File: src/design/entropy_from_count_stream_defines.svh
// Assertion macros for the count-stream entropy block.
// Included by the top level; depends on nothing.
`ifndef ENTROPY_FROM_COUNT_STREAM_DEFINES_SVH
`define ENTROPY_FROM_COUNT_STREAM_DEFINES_SVH
`define EFC_ASSERT_IMPL(lbl, clk, rst_n, prop, msg) \
    lbl: assert property (@(posedge clk) disable iff (!rst_n) (prop)) else $error(msg);
`define EFC_ASSERT_NEVER(lbl, clk, rst_n, expr, msg) \
    lbl: assert property (@(posedge clk) disable iff (!rst_n) !(expr)) else $error(msg);
`endif

File: src/design/efc_pkg.sv
// Package for the count-stream entropy block: types and fixed constants.
// No dependencies.
`timescale 1ns / 1ps
`default_nettype none
package efc_pkg;
    localparam int unsigned ELEM_WIDTH = 33;
    localparam int unsigned SUM_WIDTH  = 64;
    localparam int unsigned MANT_WIDTH = 32;

    typedef struct packed {
        logic [31:0] count;
        logic        last;
        logic        sob;
    } t_in_word;

    typedef struct packed {
        logic [31:0] entropy;
        logic [15:0] dist_index;
        logic        zero_total;
    } t_out_word;
endpackage
`default_nettype wire

File: src/design/efc_stream_if.sv
// Valid/ready channel interface carrying one packed word.
// Depends on nothing; the word type is a type parameter.
`timescale 1ns / 1ps
`default_nettype none
interface efc_stream_if #(
    parameter type T = logic [31:0]
);
    logic valid;
    logic ready;
    T     data;
    modport source (output valid, output data, input ready);
    modport sink   (input valid, input data, output ready);
endinterface
`default_nettype wire

File: src/design/efc_front.sv
// Front end: accepts count words and queues them.
// Depends on efc_pkg and efc_stream_if.
`timescale 1ns / 1ps
`default_nettype none
module efc_front
    import efc_pkg::*;
(
    input  wire logic i_clk,
    input  wire logic i_rst_n,
    efc_stream_if.sink   s_in,
    efc_stream_if.source m_q
);
    localparam int unsigned DEPTH = 4;
    t_in_word   r_mem [DEPTH];
    logic [1:0] r_wp, r_rp;
    logic [2:0] r_cnt;
    logic       w_push, w_pop;

    assign s_in.ready = (r_cnt != 3'(DEPTH));
    assign w_push = s_in.valid && s_in.ready;
    assign w_pop  = m_q.valid && m_q.ready;
    assign m_q.valid = (r_cnt != 3'd0);
    assign m_q.data  = r_mem[r_rp];

    always_ff @(posedge i_clk) begin
        if (!i_rst_n) begin
            r_wp  <= '0;
            r_rp  <= '0;
            r_cnt <= '0;
        end else begin
            if (w_push) r_wp <= r_wp + 2'd1;
            if (w_pop)  r_rp <= r_rp + 2'd1;
            r_cnt <= r_cnt + 3'(w_push) - 3'(w_pop);
        end
        if (w_push) r_mem[r_wp] <= s_in.data;
    end
endmodule
`default_nettype wire

File: src/flat_wrapper.sv
// flat-port wrapper written by rule: the top's interface ports become plain ports
module efc_front_flat import efc_pkg::*;
  (i_clk, i_rst_n, s_in_valid, s_in_data, s_in_ready, m_q_valid, m_q_data, m_q_ready);
  efc_stream_if s_in_i ();
  efc_stream_if m_q_i ();
  input  wire logic i_clk;
  input  wire logic i_rst_n;
  input wire logic [$bits(s_in_i.valid)-1:0] s_in_valid;
  input wire logic [$bits(s_in_i.data)-1:0] s_in_data;
  output wire logic [$bits(s_in_i.ready)-1:0] s_in_ready;
  output wire logic [$bits(m_q_i.valid)-1:0] m_q_valid;
  output wire logic [$bits(m_q_i.data)-1:0] m_q_data;
  input wire logic [$bits(m_q_i.ready)-1:0] m_q_ready;
  assign s_in_i.valid = s_in_valid;
  assign s_in_i.data = s_in_data;
  assign s_in_ready = s_in_i.ready;
  assign m_q_valid = m_q_i.valid;
  assign m_q_data = m_q_i.data;
  assign m_q_i.ready = m_q_ready;
  efc_front u_core (.i_clk(i_clk), .i_rst_n(i_rst_n), .s_in(s_in_i), .m_q(m_q_i));
endmodule
File: config.mk
export PLATFORM = sky130hd
export DESIGN_NAME = efc_front_flat
export DESIGN_NICKNAME = d
export VERILOG_FILES = /design/src/design/entropy_from_count_stream_defines.svh /design/src/design/efc_pkg.sv /design/src/design/efc_stream_if.sv /design/src/design/efc_front.sv /design/src/flat_wrapper.sv
export SDC_FILE = /design/constraint.sdc
export NUM_CORES = 1
export LEC_CHECK = 0
export BUFFER_PORTS_ARGS = -buffer_cell sky130_fd_sc_hd__buf_4
export CAP_MARGIN = 20
export CORE_ASPECT_RATIO = 2
export CORE_MARGIN = 5
export CORE_UTILIZATION = 51
export CTS_CLUSTER_SIZE = 12
export DETAILED_ROUTE_END_ITERATION = 7
export HOLD_SLACK_MARGIN = 0.06
export PLACE_DENSITY = 0.75
export SYNTH_ARGS = -nofsm -noshare
export SYNTH_HDL_FRONTEND = slang
export SYNTH_SLANG_ARGS = --single-unit
File: constraint.sdc
create_clock -name i_clk -period 2.05 [get_ports i_clk]
set_clock_uncertainty 0.05 [all_clocks]
set_input_delay 0.41 -clock i_clk [delete_from_list [all_inputs] [get_ports i_clk]]
set_output_delay 0.41 -clock i_clk [all_outputs]
set_load 0.03 [all_outputs]
-- Word-level counts from Yosys, hierarchy flattened
Memory sizes are Yosys's and may differ from the RTL's. A register that Yosys moved wholly into a read port is not among the register bits.
Cells that the tools add are included.
- bits in registers: 7
- RAM bits: 128
- word-level logic and storage cells: 16
- memories kept: 1
- add/subtract/negate cells: 4
- equal/unequal tests: 1
- muxes and demuxes: 4
- reductions and logical operators: 3
- memories (memory ; words ; width ; rd ports ; clocked after memory_dff ; wr ports ; line ; text):
    u_core.r_mem ; 4 ; 32 ; 1 ; 1 ; 1 ; efc_front.sv:14 ; t_in_word r_mem [DEPTH];
- operator list (operator ; count):
    $add 2x1->2 const B ; 2
    $mux 2 ; 2
    $add 3x1->3 ; 1
    $ne 3x3->1 const B ; 1
    $reduce_bool 3->1 ; 1
    $sub 3x1->3 ; 1
    $logic_and 1x1->1 ; 2
    $mux 1 ; 2

-- Longest topological paths before layout
- depth in word-level cells: 4
- gate-level depth with buffers: 9

-- Worst setup path before layout
No wires, ideal clock.
- path kind: register to register
- from: register u_core.r_cnt[1]
- to: register u_core.r_cnt[2]
- library setup time: 115 ps
- arrival: 1952 ps
- path slack: -67 ps
- cell stages (with the launch flop): 10
- path buffers: 0
- clock period less this slack: 2117 ps
- cells stage by stage: dfxtp_1 o31a_1 ha_1 inv_1 ha_1 inv_1 fa_1 xnor2_1 xnor2_1 and2_1
- RTL lines (item ; line ; text):
    start: declaration ; efc_front.sv:16 ; logic [2:0] r_cnt;
    start signal: assignment ; efc_front.sv:33 ; r_cnt <= r_cnt + 3'(w_push) - 3'(w_pop);
    $reduce_bool 3->1 ; efc_front.sv:22 ; assign m_q.valid = (r_cnt != 3'd0);
    $logic_and 1x1->1 ; efc_front.sv:21 ; assign w_pop = m_q.valid && m_q.ready;
    named net u_core.w_pop ; efc_front.sv:17 ; logic w_push, w_pop;
    $sub 3x1->3 ; efc_front.sv:33 ;
The timed path passes the listed nets, and every way through them passes these cells.
A chain may end at the register's enable or synchronous reset.

==> flow_metrics.tcl <==
set metrics [dict create \
    viasPerCell 5.235 \
    antenna_found_initial 0 \
    final_util 0.6707 \
    grt_pass1_vias 2822 \
    pre_cts_slack_ns -0.1427 \
    powerDensity_mw_per_mm2 1401 \
    start_util 0.5129 \
    cts_sinks 137 \
    synth_cells 215 \
    end_kind "output pin" \
    tritoncts "built" \
    row_count 52 \
    relSlewSlack 0.8161 \
    hold_class "in -> reg" \
    grt_max_degree 30 \
    p_leak_nw 2.354 \
    io_buffers 69 \
    fin_crit_ns 2.168 \
    core_area_sq_mm 0.01002 \
    rsz0062_at_grt "yes" \
    arrival_ns 1.71 \
    area_delta_synth_final_pct 30.78 \
    cpMaxStageDelayCell "mux4_2" \
    clock_latency_ns 0.40 \
    io_pins 70 \
    ys_ff_latch 137 \
    design_area_sq_mm 0.006720 \
    critPathTopFamily "multiplexers" \
    min_to "u_core.r_mem[2][15]$_DFFE_PP_" \
    cts_buffers 17 \
    fin_ws_ns -0.1181 \
    synth-warning-count 0 \
    fmax_mhz 461.2 \
    max_cap_violations 0 \
    setup_viol 33 \
    crit_chain "buf_12 -> mux4_2 -> buf_6" \
    cp_max_fo 5 \
    whs_path_depth 1 \
    final_common_cell "edfxtp_1" \
    vias 2424 \
    drive_above_1_share 0.4878 \
    overflow 0 \
    seq_area_frac_synth 0.7831 \
    peakVddDrop_mv 1.024 \
    fin_nets 358 \
    outcome "finished, violations left" \
    place_hpwl_microns 5926 \
    grt_usage 0.1688 \
    cp_slowest_stage_delay_ns 0.56 \
    cts-root-buf "clkbuf_16" \
    synth_nets 258 \
    period_share 1.058 \
    start_kind "register" \
    most-common-layout-cells "edfxtp_1 (128), buf_4 (48), mux4_2 (32), buf_6 (32), clkbuf_16 (18)" \
    grt_pass1_wl_microns 15050 \
    drcViolationCount 0 \
    fp.dieW_microns 80.98 \
    reg2reg_from "u_core.r_cnt[2]$_SDFF_PN0_" \
    hold_viol 0 \
    cts_buffer_depth 2 \
    hold_start "s_in_data[15]" \
    wl_per_cell_microns 20.79 \
    worst-setup-path-type "reg -> out" \
    worst-r2r-cell-count 9 \
    placed_cell_area_sq_mm 0.005939 \
    ant_nets 0 \
    maxSlewViolCount 0 \
    avgSynthCellArea_sq_um 23.90 \
    violations "setup timing" \
    required_ns 1.59 \
    fp.dieArea_sq_mm 0.01231 \
    r2r_end "u_core.r_cnt[2]$_SDFF_PN0_" \
    gp_congestion 0.7181 \
    ys_types 21 \
    dr.pass1.iters 6 \
    path_clk_slew_ns 0.06 \
    num_antenna_cells 0 \
    cp.buffers_inverters 2 \
    wl_microns 9627 \
    cp.depth 3 \
    regToRegSetupSlack_ns -0.07 \
    worstMarginPinSlew_ns 0.2753 \
    drt_iter0_drc 141 \
    netlist_area_sq_mm 0.005139 \
    cts-htree-levels 4 \
    die_h_microns 152.0 \
]
[registers in the layout (all words and copies together), names as in the netlist, named ones only]
signal and cells:
u_core.r_wp 2, u_core.r_rp 2, u_core.r_cnt 3, u_core.r_mem 128
[synthesized netlist by cell type]
cell | instances | area [sq um]
nor2_1 | 1 | 3.750
a21boi_2 | 1 | 11.26
buf_6 | 1 | 11.26
fa_1 | 1 | 20.02
nor2b_1 | 3 | 18.77
clkbuf_1 | 1 | 3.750
buf_2 | 3 | 15.01
or3_1 | 1 | 6.260
mux2i_1 | 2 | 20.02
o31a_1 | 1 | 8.760
and2_1 | 7 | 43.79
buf_12 | 3 | 60.06
o311ai_2 | 1 | 16.27
nand2_1 | 5 | 18.77
ha_1 | 6 | 75.07
dfxtp_1 | 9 | 180.2
inv_1 | 5 | 18.77
mux4_2 | 30 | 675.7
edfxtp_1 | 128 | 3844
mux4_1 | 2 | 52.55
xnor2_1 | 4 | 35.03
[cell type report]
class | instances | area [sq um]
clock buffer | 22 | 454.2
tap | 135 | 168.9
fill | 709 | 3299
clock inverter | 10 | 128.9
inverter | 5 | 18.77
timing repair buffer | 89 | 905.9
multi-input combinational | 65 | 1013
sequential | 137 | 4030
[worst max-delay path by stage]
stage	to	slack, ns
after CTS	m_q_data[29]	-0.17
final	m_q_data[24]	-0.12
after global placement	u_core.r_cnt[2]$_SDFF_PN0_	-0.02
after detailed placement	u_core.r_cnt[2]$_SDFF_PN0_	-0.14
after global routing	m_q_data[24]	-0.17
after floorplan	u_core.r_cnt[2]$_SDFF_PN0_	-0.02
[timing repair]
action / CTS / global route
cloned: 2 / 1
hold buffers: 0 / 0
pin swaps: 1 / 2
gates resized for setup: 39 / 0
endpoints found under the setup margin: 33 / 33
hold endpoints to repair: 0 / 0
setup buffers: 2 / 1
[power breakdown]
part | switching [mW] | internal [mW] | total (mW)
Sequential | 0.122 | 3.41 | 3.53
Combinational | 1.47 | 1.43 | 2.90
Clock | 1.04 | 1.93 | 2.98
Total | 2.64 | 6.77 | 9.41
[per-layer routing]
layer  wire [microns]  track usage  up-vias
met2             5710       0.3033       60
li1                 -            -     1083
met1             3324       0.1760     1266
met4              176      0.06527        0
met3              415      0.05450       15
met5                0            0        -
[logic make-up after synthesis]
family / count (synthesis) / share of synthesized area
buffers and inverters: 13 / 0.02118
DFF: 137 / 0.7831
xor gates and xnor gates: 4 / 0.006817
AOI/OAI and AO/OA: 3 / 0.007062
muxes: 34 / 0.1456
and+or+nand+nor: 17 / 0.01777
adders and majority gates: 7 / 0.01850
[per-stage QoR]
stage / TNS, ns / std cells / hold WS [ns] / total power, mW
3_5_place_dp: -0.1427 / 427 / 0.4480 / 6.119
2_1_floorplan: -0.01950 / 215 / 0.4177 / 5.247
4_1_cts: -4.036 / 463 / 0.1382 / 9.540
6_report: -2.553 / 463 / 0.1562 / 9.412
5_1_grt: -4.526 / 463 / 0.1399 / 9.808
3_3_place_gp: -0.02193 / 427 / 0.4357 / 6.053
(Power assumes the default switching activity.)
